$ cat src/hdl/bps_pkg.sv
package bps_pkg;

  // Table geometry
  localparam int TABLE_ENTRIES = 1024;
  localparam int ADDRESS_BITS  = 32;
  localparam int ADDR_IN_W     = 32;
  localparam int TOTAL_W       = 32;
  localparam int IDX_W         = $clog2(TABLE_ENTRIES);
  localparam int ADDR_USED     = (ADDRESS_BITS < ADDR_IN_W) ? ADDRESS_BITS : ADDR_IN_W;
  localparam int TAG_W         = ADDR_USED - 2 - IDX_W;
  localparam int CTR_W         = 2;

  // Saturating counter codes
  localparam logic [CTR_W-1:0] CTR_STRONG_NOT   = 2'd0;
  localparam logic [CTR_W-1:0] CTR_WEAK_NOT     = 2'd1;
  localparam logic [CTR_W-1:0] CTR_WEAK_TAKEN   = 2'd2;
  localparam logic [CTR_W-1:0] CTR_STRONG_TAKEN = 2'd3;

  localparam logic [TOTAL_W-1:0] TOTAL_MAX = {TOTAL_W{1'b1}};

  // One table entry
  typedef struct packed {
    logic             valid;
    logic [TAG_W-1:0] tag;
    logic             dir;
    logic [CTR_W-1:0] ctr;
  } entry_t;

  // Controller to datapath
  typedef struct packed {
    logic             clr_en;
    logic [IDX_W-1:0] clr_idx;
    logic             capture;
    logic             commit;
  } cmd_t;

  // Datapath to controller
  typedef struct packed {
    logic out_hold;
  } stat_t;

endpackage

$ cat src/hdl/bps_ctrl.sv
module bps_ctrl (
  input  logic           clk,
  input  logic           rst_n,
  input  logic           in_valid,
  output logic           in_ready,
  input  bps_pkg::stat_t stat,
  output bps_pkg::cmd_t  cmd
);

  localparam logic [1:0] ST_CLEAR = 2'd0;
  localparam logic [1:0] ST_IDLE  = 2'd1;
  localparam logic [1:0] ST_SCORE = 2'd2;

  localparam logic [bps_pkg::IDX_W-1:0] CLR_LAST =
    bps_pkg::IDX_W'(bps_pkg::TABLE_ENTRIES - 1);

  logic [1:0]                state_r, state_nxt;
  logic [bps_pkg::IDX_W-1:0] clr_idx_r, clr_idx_nxt;

  // Take a beat only when the table is cleared and no item is in flight
  assign in_ready = (state_r == ST_IDLE);

  always_comb begin
    state_nxt   = state_r;
    clr_idx_nxt = clr_idx_r;
    cmd         = '0;
    cmd.clr_idx = clr_idx_r;
    case (state_r)
      ST_CLEAR: begin
        cmd.clr_en  = 1'b1;
        clr_idx_nxt = clr_idx_r + 1'b1;
        if (clr_idx_r == CLR_LAST) begin
          state_nxt = ST_IDLE;
        end
      end
      ST_IDLE: begin
        if (in_valid) begin
          cmd.capture = 1'b1;
          state_nxt   = ST_SCORE;
        end
      end
      ST_SCORE: begin
        // Hold while the previous result has not been taken
        if (!stat.out_hold) begin
          cmd.commit = 1'b1;
          state_nxt  = ST_IDLE;
        end
      end
      default: begin
        state_nxt = ST_CLEAR;
      end
    endcase
  end

  always_ff @(posedge clk) begin
    if (!rst_n) begin
      state_r   <= ST_CLEAR;
      clr_idx_r <= '0;
    end else begin
      state_r   <= state_nxt;
      clr_idx_r <= clr_idx_nxt;
    end
  end

`ifndef ASSERT_OFF
  a_capture_to_score: assert property (@(posedge clk) disable iff (!rst_n)
    cmd.capture |=> state_r == ST_SCORE)
    else $error("capture not followed by score");

  a_clear_exclusive: assert property (@(posedge clk) disable iff (!rst_n)
    cmd.clr_en |-> !cmd.capture && !cmd.commit && !in_ready)
    else $error("clearing overlaps item traffic");

  a_commit_slot_free: assert property (@(posedge clk) disable iff (!rst_n)
    cmd.commit |-> !stat.out_hold)
    else $error("commit while result register still held");
`endif

endmodule

$ cat config.mk
export PLATFORM = sky130hd
export DESIGN_NAME = bps_ctrl
export DESIGN_NICKNAME = d
export VERILOG_FILES = /design/src/hdl/bps_pkg.sv /design/src/hdl/bps_ctrl.sv
export SDC_FILE = /design/constraint.sdc
export NUM_CORES = 1
export LEC_CHECK = 0
export CORE_MARGIN = 3
export CORE_UTILIZATION = 35
export CTS_BUF_LIST = sky130_fd_sc_hd__clkbuf_4
export DETAILED_ROUTE_END_ITERATION = 7
export DONT_BUFFER_PORTS = 1
export PLACE_DENSITY = 0.52
export SYNTH_ARGS = -nofsm -noshare
export SYNTH_HDL_FRONTEND = slang
export SYNTH_SLANG_ARGS = --single-unit
$ cat constraint.sdc
create_clock -name clk -period 1.9 [get_ports clk]
set_input_delay 0.19 -clock clk [delete_from_list [all_inputs] [get_ports clk]]
set_output_delay 0.19 -clock clk [all_outputs]
set_load 0.1 [all_outputs]
======== After elaboration in Yosys (flattened, before gate mapping) ========
Index checks and enable logic that the tools add are counted.
cells by class
  add/sub/neg operators ................... 1
  equality and inequality tests ........... 6
  muxes and demuxes ....................... 9
  reductions and logical operators ........ 2
operators by type and width
  cell                                                                    count
  10-bit by 1-bit adder with 10-bit output (second input constant)        1
  10-bit equality test (second input constant)                            1
  2-bit 2-to-1 mux                                                        3
  2-bit inequality test (second input constant)                           3
  2-bit one-hot mux with 3 select lines                                   1
  1-bit 2-to-1 mux                                                        5
  3-bit AND reduction                                                     1
  2-bit by 1-bit equality test with 1-bit output (second input constant)  1
  2-bit equality test (second input constant)                             1
  2-bit zero test                                                         1
word-level totals
  register bits after elaboration ......... 12
  bits of input ports ..................... 4
  output and inout bits ................... 14
  logic and storage cells ................. 20

======== Logic depth before layout (Yosys ltp) ========
Gate-level depths: netlist of run 1.
  depth after elaboration ................. 3
  depth in mapped cells ................... 6
  depth with buffers taken out ............ 4

======== Least setup slack after synthesis of run 1 ========
Ideal clock, no wire load.
  path type ............................... register -> register
  from .................................... reg clr_idx_r[0] (netlist name)
  to ...................................... reg clr_idx_r[6] (netlist name)
  arrival time ............................ 2.033 ns
  required time ........................... 1.828 ns
  slack ................................... -0.206 ns
  stages on the path, launching flop included .. 5
  clock period less this slack ............ 2.106 ns
  cell sequence ........................... dfxtp_1 ha_1 nand3_1 or4_1 a21oi_1
on the way
  cells in the longest elaborated chain, start to end .. 1
RTL lines
  element                                   RTL line        RTL
  start, declared                           bps_ctrl.sv:18  logic [bps_pkg::IDX_W-1:0] clr_idx_r, clr_idx_nxt;
  start signal, assigned                    bps_ctrl.sv:61  clr_idx_r <= clr_idx_nxt;
  10-bit by 1-bit adder with 10-bit output  bps_ctrl.sv:31  clr_idx_nxt = clr_idx_r + 1'b1;
Every way passes these cells.
A chain may end at the register's enable or synchronous reset.

==> flow_metrics.py, run 1 <==
metrics = {
    "place": {
        "portBuffers": 0,
        "hpwl_um": 892,
        "routabilityCongestion": 0.720,
    },
    "grt": {
        "antenna_found_initial": 0,
        "grt_pass1_vias": 430,
        "grt_pass1_wl_um": 1910,
        "grt_overflow_total": 0,
        "grtUsageTotal_pct": 12.9,
        "grt_max_degree": 17,
    },
    "cts": {
        "cts_buffers": 3,
        "h-tree-depth": 1,
        "cts_tree": "yes",
        "root_buffer": "clkbuf_4",
        "cts.sinks": 12,
        "clk_pin_slew_ns": 0.08,
        "cts_resized": 0,
        "clockBufferDepth": 2,
        "clk-insertion-delay-late_ns": 0.28,
        "post_cts_buffers": 0,
        "cts_hold_buf": 0,
    },
    "route": {
        "viasPerCell": 5.40,
        "ant_nets": 0,
        "drt_first_pass_iters": 4,
        "wirelength_um": 1210,
        "drt_iter0_markers": 5,
        "remaining_drc_errors": 0,
        "wl_per_cell_um": 12.4,
        "vias": 529,
    },
    "die": {
        "rows": 14,
        "die_h_um": 46.6,
        "die_x_um": 46.6,
        "design.die.area_um2": 2170,
        "core_um2": 1520,
        "io_pins": 18,
        "initial_core_util_pct": 37.8,
    },
    "power": {
        "p_total_mw": 0.493,
        "powerDensity_nw_per_um2": 685,
        "ir_worst_vdd_v": 0.000442,
        "p_leak_nw": 0.269,
    },
    "synthesis": {
        "syn_inst": 67,
        "yosysUniqueCellTypes": 24,
        "synth_top_area_share_pct": 41.7,
        "yosysTopAreaCell": "dfxtp_1",
        "avgSynthCellArea_um2": 8.59,
        "synth-edff-count": 0,
        "netlist_area_um2": 576,
        "syn-num-nets": 72,
        "ys_seq_area_share_pct": 41.7,
        "async_flop_share_pct": 0,
        "synth-main-ff-cell": "dfxtp_1",
        "yosys_register_bits": 12,
        "synth.area.top_cells": "dfxtp_1 42%, a21oi_1 7.8%, o31ai_1 5.2%, or4_1 5.2%, buf_6 3.9%",
        "yosys_warnings": 0,
    },
    "sta": {
        "fin_crit_sh_pct": 87.8,
        "setup_violations": 0,
        "fin_skew_ns": 0.0110,
        "hold_violations": 0,
        "setup-tns-final_ns": 0,
        "rsz0062_at_grt": "no",
        "fin_crit_ns": 1.67,
        "finalMaxSlewViolations": 0,
        "worst_pin_slew_ns": 0.513,
        "relSlewSlack_pct": 65.9,
        "fmax_ghz": 0.599,
    },
    "critical_path": {
        "worst_path_max_delay_cell": "or2_1",
        "critPathKind": "reg2out",
        "critPathRequiredTime_ns": 1.71,
        "path_max_fanout": 16,
        "crit_path_start_kind": "flip-flop",
        "critPathMaxStageDelay_ns": 0.39,
        "worst-endpoint-arrival_ns": 1.48,
        "path_cells": "or2_1, inv_2, buf_4",
        "end_kind": "output pin",
        "reg2reg_depth": 3,
    },
    "run_status": {
        "status": "completed",
    },
    "finish": {
        "final_layout_size_suffix_gt1_share_pct": 32.9,
        "nFillCells": 157,
        "diodes": 0,
        "layout.nets": 88,
        "synthToLayoutAreaGrowth_pct": 25.0,
    },
    "worst_hold_path": {
        "worst_hold_path_type": "in2reg",
        "worstHoldPathCells": 1,
    },
    "run": {
        "maxCapViolCount": 0,
    },
}
==> area by class of cell <==
type	count	area (um^2)	area share, %
inverter	6	22.5	3.13
multi-input combinational	47	290	40.3
clock buffer	3	22.5	3.13
tap	16	20.0	2.78
timing repair buffer	13	110	15.3
clock inverter	1	3.75	0.522
sequential	12	250	34.8
==> cells in the mapped netlist, types with 3 or more instances <==
| master | number |
|---|---|
| or4_1 | 4 |
| inv_1 | 4 |
| o31ai_1 | 4 |
| nor2_1 | 3 |
| nand3_1 | 3 |
| nand2_1 | 6 |
| a21oi_1 | 9 |
| dfxtp_1 | 12 |
==> worst max-delay path: cells and delay by family (launching register included) <==
family,cells,cell delay (ns)
and+or+nand+nor,1,0.39
buffers and inverters,2,0.45
DFF,1,0.36
==> state kept, by name, summed over array words and instances, names as in the netlist <==
signal,count
clr_idx_r,10
state_r,2
==> path summary, 6_finish.rpt <==
check | end | slack, ns | start
max | cmd[12] | 0.23 | state_r[0]
min | state_r[0] | 0.04 | rst_n
max reg2reg | clr_idx_r[7] | 0.37 | state_r[0]
min reg2reg | clr_idx_r[7] | 0.49 | clr_idx_r[7]
==> layer usage <==
layer  wire length, um  GRT usage, %  up-vias
li1                  -             -      275
met1               561          15.5      238
met2               535          18.4       14
met3                97          7.81        2
met4                16          5.11        0
met5                 0             0        -
==> layout by cell type, fill, tap and decap left out, drive strengths merged <==
cell,count
buf,13
dfxtp,12
a21oi,9
nand2,6
inv,5
o31ai,4
or4,4
nor2,3
nand3,3
clkbuf,3
nand4,2
nor4,2
clkinv,2
o21ai,2
or3,2
xnor2,2
or2,1
and2b,1
and2,1
o221a,1
nor3b,1
nand3b,1
mux2i,1
ha,1
==> where the power goes <==
| part | leakage, nW | internal (mW) | switching (mW) |
|---|---|---|---|
| combinational | 0.153 | 0.0138 | 0.0510 |
| clock | 0.0154 | 0.0760 | 0.0875 |
| sequential | 0.101 | 0.258 | 0.00687 |
==> logic make-up after synthesis <==
| kind of cell | count (synthesis) | share of synthesized area (%) |
|---|---|---|
| simple gates | 27 | 26.7 |
| compound gates | 16 | 16.7 |
| flops | 12 | 41.7 |
| buf+inv | 8 | 7.82 |
| xor+xnor | 2 | 3.04 |
| mux | 1 | 1.74 |
| fa+ha+maj | 1 | 2.17 |
==> stage by stage <==
| stage | cells | area (um^2) | hold slack (ns) | setup WS, ns | utilization (%) |
|---|---|---|---|---|---|
| 4_1_cts | 98 | 719 | 0.0370 | 0.228 | 47.2 |
| 3_5_place_dp | 94 | 693 | 0.347 | 0.378 | 45.5 |
| 3_3_place_gp | 94 | 693 | 0.337 | 0.418 | 45.5 |
| 6_report | 98 | 719 | 0.0443 | 0.231 | 47.2 |
| 5_1_grt | 98 | 719 | 0.0228 | 0.142 | 47.2 |
| 2_1_floorplan | 67 | 586 | 0.332 | 0.106 | - |
No activity file was read; power rests on OpenSTA's default activity.
==> run 2: changes to the inputs <==
==> constraint.sdc (replaced) <==
create_clock -name clk -period 1.9 [get_ports clk]
set_input_delay 0.285 -clock clk [delete_from_list [all_inputs] [get_ports clk]]
set_output_delay 0.285 -clock clk [all_outputs]
set_load 0.1 [all_outputs]
==> flow_metrics.py, run 2 (synthesized netlist as in run 1, its figures left out) <==
metrics = {
    "run_status": {
        "status": "completed",
    },
    "route": {
        "drt_iter0_markers": 5,
        "remaining_drc_errors": 0,
        "ant_nets": 0,
        "viasPerCell": 5.56,
        "wl_per_cell_um": 12.5,
        "wirelength_um": 1200,
        "vias": 534,
        "drt_first_pass_iters": 4,
    },
    "die": {
        "io_pins": 18,
        "rows": 14,
        "initial_core_util_pct": 37.8,
        "design.die.area_um2": 2170,
        "core_um2": 1520,
        "die_x_um": 46.6,
        "die_h_um": 46.6,
    },
    "place": {
        "postPlaceCellArea_um2": 686,
        "portBuffers": 0,
        "routabilityCongestion": 0.753,
        "place_inst": 93,
        "hpwl_um": 895,
    },
    "finish": {
        "synthToLayoutAreaGrowth_pct": 23.0,
        "largest_register_ffs": 10,
        "top_regs": "clr_idx_r x10, state_r x2",
        "layout.nets": 87,
        "seqCellArea_um2": 250,
        "design_area_um2": 708,
        "layout_common_cells": "11 x buf_4, 9 x a21oi_1, 8 x dfxtp_2",
        "final_common_cell": "buf_4",
        "finalNonFillerCells": 96,
        "final_layout_size_suffix_gt1_share_pct": 32.5,
        "top_register": "clr_idx_r",
        "nFillCells": 155,
        "multiInputGateArea_um2": 290,
        "diodes": 0,
    },
    "sta": {
        "hold_violations": 0,
        "fin_hold_ws_ns": 0.157,
        "finalMaxSlewViolations": 0,
        "setup_violations": 0,
        "rsz0062_at_grt": "no",
        "setup-tns-final_ns": 0,
        "fin_crit_ns": 1.78,
        "relSlewSlack_pct": 66.3,
        "fin_skew_ns": 0.00114,
        "fmax_ghz": 0.561,
        "worst_pin_slew_ns": 0.508,
        "fin_crit_sh_pct": 93.9,
    },
    "power": {
        "powerDensity_nw_per_um2": 682,
        "p_total_mw": 0.483,
        "ir_worst_vdd_v": 0.000345,
        "p_leak_nw": 0.264,
    },
    "critical_path": {
        "critPathKind": "reg2out",
        "critPathRequiredTime_ns": 1.62,
        "path_max_fanout": 16,
        "critPathBufInv": 1,
        "path_cells": "or2_1, inv_2",
        "end_kind": "output pin",
        "critical-path-top-delay-family": "buffers and inverters",
        "critPathMaxStageDelay_ns": 0.46,
        "worst-endpoint-arrival_ns": 1.50,
        "worst_path_max_delay_cell": "inv_2",
        "crit_path_start_kind": "flip-flop",
    },
    "cts": {
        "cts_tree": "yes",
        "clk_pin_slew_ns": 0.07,
        "cts_buffers": 3,
        "cts.sinks": 12,
        "cts_hold_buf": 0,
        "post_cts_buffers": 0,
        "clk-insertion-delay-late_ns": 0.27,
        "h-tree-depth": 1,
        "clockBufferDepth": 2,
        "root_buffer": "clkbuf_4",
        "cts_resized": 0,
    },
    "grt": {
        "antenna_found_initial": 0,
        "grt_max_degree": 17,
        "grtUsageTotal_pct": 12.1,
        "grt_overflow_total": 0,
        "grt_pass1_wl_um": 1860,
        "grt_pass1_vias": 449,
    },
    "run": {
        "maxCapViolCount": 0,
    },
    "worst_hold_path": {
        "worst_hold_path_type": "in2reg",
    },
}
==> run 2: cell types whose count changed in the layout (fill, tap and decap cells not counted), sizes merged <==
cell and change:
clkinv -1, buf -1
==> run 2: metrics by stage <==
step / util [%] / worst slack (ns)
2_1_floorplan: - / 0.0113
6_report: 46.5 / 0.116
3_5_place_dp: 45.0 / 0.306
5_1_grt: 46.5 / 0.0254
4_1_cts: 46.5 / 0.101
3_3_place_gp: 45.0 / 0.377
==> run 2: final cells by class <==
type,count,area share (%)
timing repair buffer,12,14.5
inverter,6,3.18
multi-input combinational,47,41.0
tap,16,2.83
sequential,12,35.3
clock buffer,3,3.18
==> run 2: path summary, 6_finish.rpt <==
path	startpoint	end	slack, ns	cells past startpoint
setup / recovery	state_r[1]	cmd[12]	0.12	2
hold / removal	rst_n	state_r[0]	0.16	1
setup reg to reg	state_r[1]	clr_idx_r[0]	0.30	4
hold reg to reg	clr_idx_r[7]	clr_idx_r[7]	0.49	2
==> run 2: metal layers <==
metal | wire length, um | vias up | GRT usage, %
li1 | - | 271 | -
met2 | 565 | 14 | 18.7
met1 | 545 | 247 | 15.1
met3 | 71 | 2 | 3.52
met5 | 0 | - | 0
met4 | 19 | 0 | 5.68
==> run 2: power breakdown <==
group,switching [mW],internal (mW)
Sequential,0.00652,0.258
Clock,0.0808,0.0733
Combinational,0.0508,0.0137
Total,0.138,0.345
==> run 3: changes to the inputs <==
Settings changed: PLACE_DENSITY 0.52 to 0.49.
==> flow_metrics.py, run 3 (synthesized netlist as in run 1, its figures left out) <==
metrics = {
    "run_status": {
        "status": "completed",
    },
    "finish": {
        "finalNonFillerCells": 97,
        "final_layout_size_suffix_gt1_share_pct": 33.3,
        "final_common_cell": "buf_4",
        "synthToLayoutAreaGrowth_pct": 23.7,
        "layout_common_cells": "11 x buf_4, 9 x a21oi_1, 8 x dfxtp_2",
        "design_area_um2": 712,
        "largest_register_ffs": 10,
        "diodes": 0,
        "top_register": "clr_idx_r",
        "layout.nets": 87,
        "top_regs": "clr_idx_r x10, state_r x2",
        "utilization_pct": 46.7,
    },
    "route": {
        "drt_first_pass_iters": 2,
        "viasPerCell": 5.22,
        "wl_per_cell_um": 12.3,
        "remaining_drc_errors": 0,
        "wirelength_um": 1190,
        "vias": 506,
        "ant_nets": 0,
        "drt_iter0_markers": 4,
    },
    "critical_path": {
        "critPathBufInv": 1,
        "critical-path-top-delay-family": "simple AND/OR/NAND/NOR gates",
        "critPathRequiredTime_ns": 1.62,
        "timing.rr.start": "state_r[1]",
        "worstReg2RegEnd": "clr_idx_r[0]",
        "worst_path_max_delay_cell": "or2_2",
        "reg2reg_depth": 4,
        "path_max_fanout": 16,
        "r2r_setup_slack_ns": 0.36,
        "crit_path_start_kind": "flip-flop",
        "crit_start": "state_r[1]",
        "end_kind": "output pin",
        "critPathMaxStageDelay_ns": 0.42,
        "worst-endpoint-arrival_ns": 1.47,
        "path_cells": "or2_2, inv_2",
        "critPathKind": "reg2out",
    },
    "sta": {
        "relSlewSlack_pct": 66.3,
        "worst_pin_slew_ns": 0.507,
        "fin_crit_ns": 1.76,
        "fin_crit_sh_pct": 92.5,
        "finalMaxSlewViolations": 0,
        "setup-tns-final_ns": 0,
        "fin_skew_ns": 0.00634,
        "setup_violations": 0,
        "fmax_ghz": 0.569,
        "fin_hold_ws_ns": 0.146,
        "rsz0062_at_grt": "no",
        "hold_violations": 0,
    },
    "grt": {
        "grt_max_degree": 17,
        "grt_pass1_vias": 437,
        "grtUsageMet1_pct": 16.6,
        "use_met2_pct": 17.3,
        "grt.busiest_layer": "met2",
        "grt_overflow_total": 0,
        "antenna_found_initial": 0,
        "use_met3_pct": 7.42,
        "grtUsageTotal_pct": 12.6,
        "grt_pass1_wl_um": 1930,
    },
    "worst_hold_path": {
        "holdPathEnd": "state_r[0]",
        "worstHoldPathCells": 1,
        "worst_hold_path_type": "in2reg",
        "min-delay-start": "rst_n",
    },
    "die": {
        "core_um2": 1520,
        "design.die.area_um2": 2170,
        "die_x_um": 46.6,
        "initial_core_util_pct": 37.8,
        "rows": 14,
        "io_pins": 18,
        "die_h_um": 46.6,
    },
    "place": {
        "postPlaceCellArea_um2": 686,
        "portBuffers": 0,
        "hpwl_um": 893,
        "routabilityCongestion": 0.723,
        "place_inst": 93,
    },
    "cts": {
        "clk-insertion-delay-late_ns": 0.27,
        "post_cts_buffers": 0,
        "root_buffer": "clkbuf_4",
        "h-tree-depth": 1,
        "cts_hold_buf": 0,
        "cts_tree": "yes",
        "clockBufferDepth": 2,
        "cts_resized": 0,
        "cts.sinks": 12,
        "cts_buffers": 3,
        "clk_pin_slew_ns": 0.08,
    },
    "power": {
        "powerDensity_nw_per_um2": 687,
        "p_leak_nw": 0.266,
        "ir_worst_vdd_v": 0.000340,
    },
    "run": {
        "maxCapViolCount": 0,
    },
}
==> run 3: metrics by stage <==
step | worst slack (ns) | power [mW]
2_1_floorplan | 0.0113 | 0.323
3_3_place_gp | 0.364 | 0.336
3_5_place_dp | 0.319 | 0.335
4_1_cts | 0.102 | 0.500
5_1_grt | 0.0575 | 0.514
6_report | 0.143 | 0.489
==> run 3: where the power goes <==
part | internal (mW) | switching (mW) | total, mW
clock | 0.0761 | 0.0845 | 0.161
combinational | 0.0137 | 0.0519 | 0.0656
sequential | 0.258 | 0.00530 | 0.263
total | 0.348 | 0.142 | 0.489
==> run 3: worst register-to-register path, delay by kind of cell, from the launching register on <==
kind                      cells  cell delay (ns)
xor gates and xnor gates      1             0.18
DFF                           1             0.35
buffers and inverters         1             0.42
and+or+nand+nor               2             0.48
==> run 3: layout make-up <==
cell class	instances	area, um^2
Multi-Input combinational cell	47	290
Clock buffer	3	22.5
Sequential cell	12	250
Fill cell	151	812
Timing Repair Buffer	12	103
Tap cell	16	20.0
Clock inverter	1	3.75
Inverter	6	22.5
==> run 3: worst max path at each step <==
stage	slack [ns]	end	depth (start not counted)
after floorplan	0.01	cmd[1]	3
after global placement	0.36	clr_idx_r[0]	4
after detailed placement	0.32	clr_idx_r[0]	4
after CTS	0.10	cmd[12]	2
after global routing	0.06	cmd[12]	2
final	0.14	cmd[12]	2
==> run 3: routing by layer <==
layer | share of wire [%] | vias up
li1 | - | 271
met1 | 47 | 221
met5 | 0 | -
met3 | 9.5 | 0
met2 | 44 | 14
met4 | 0 | 0
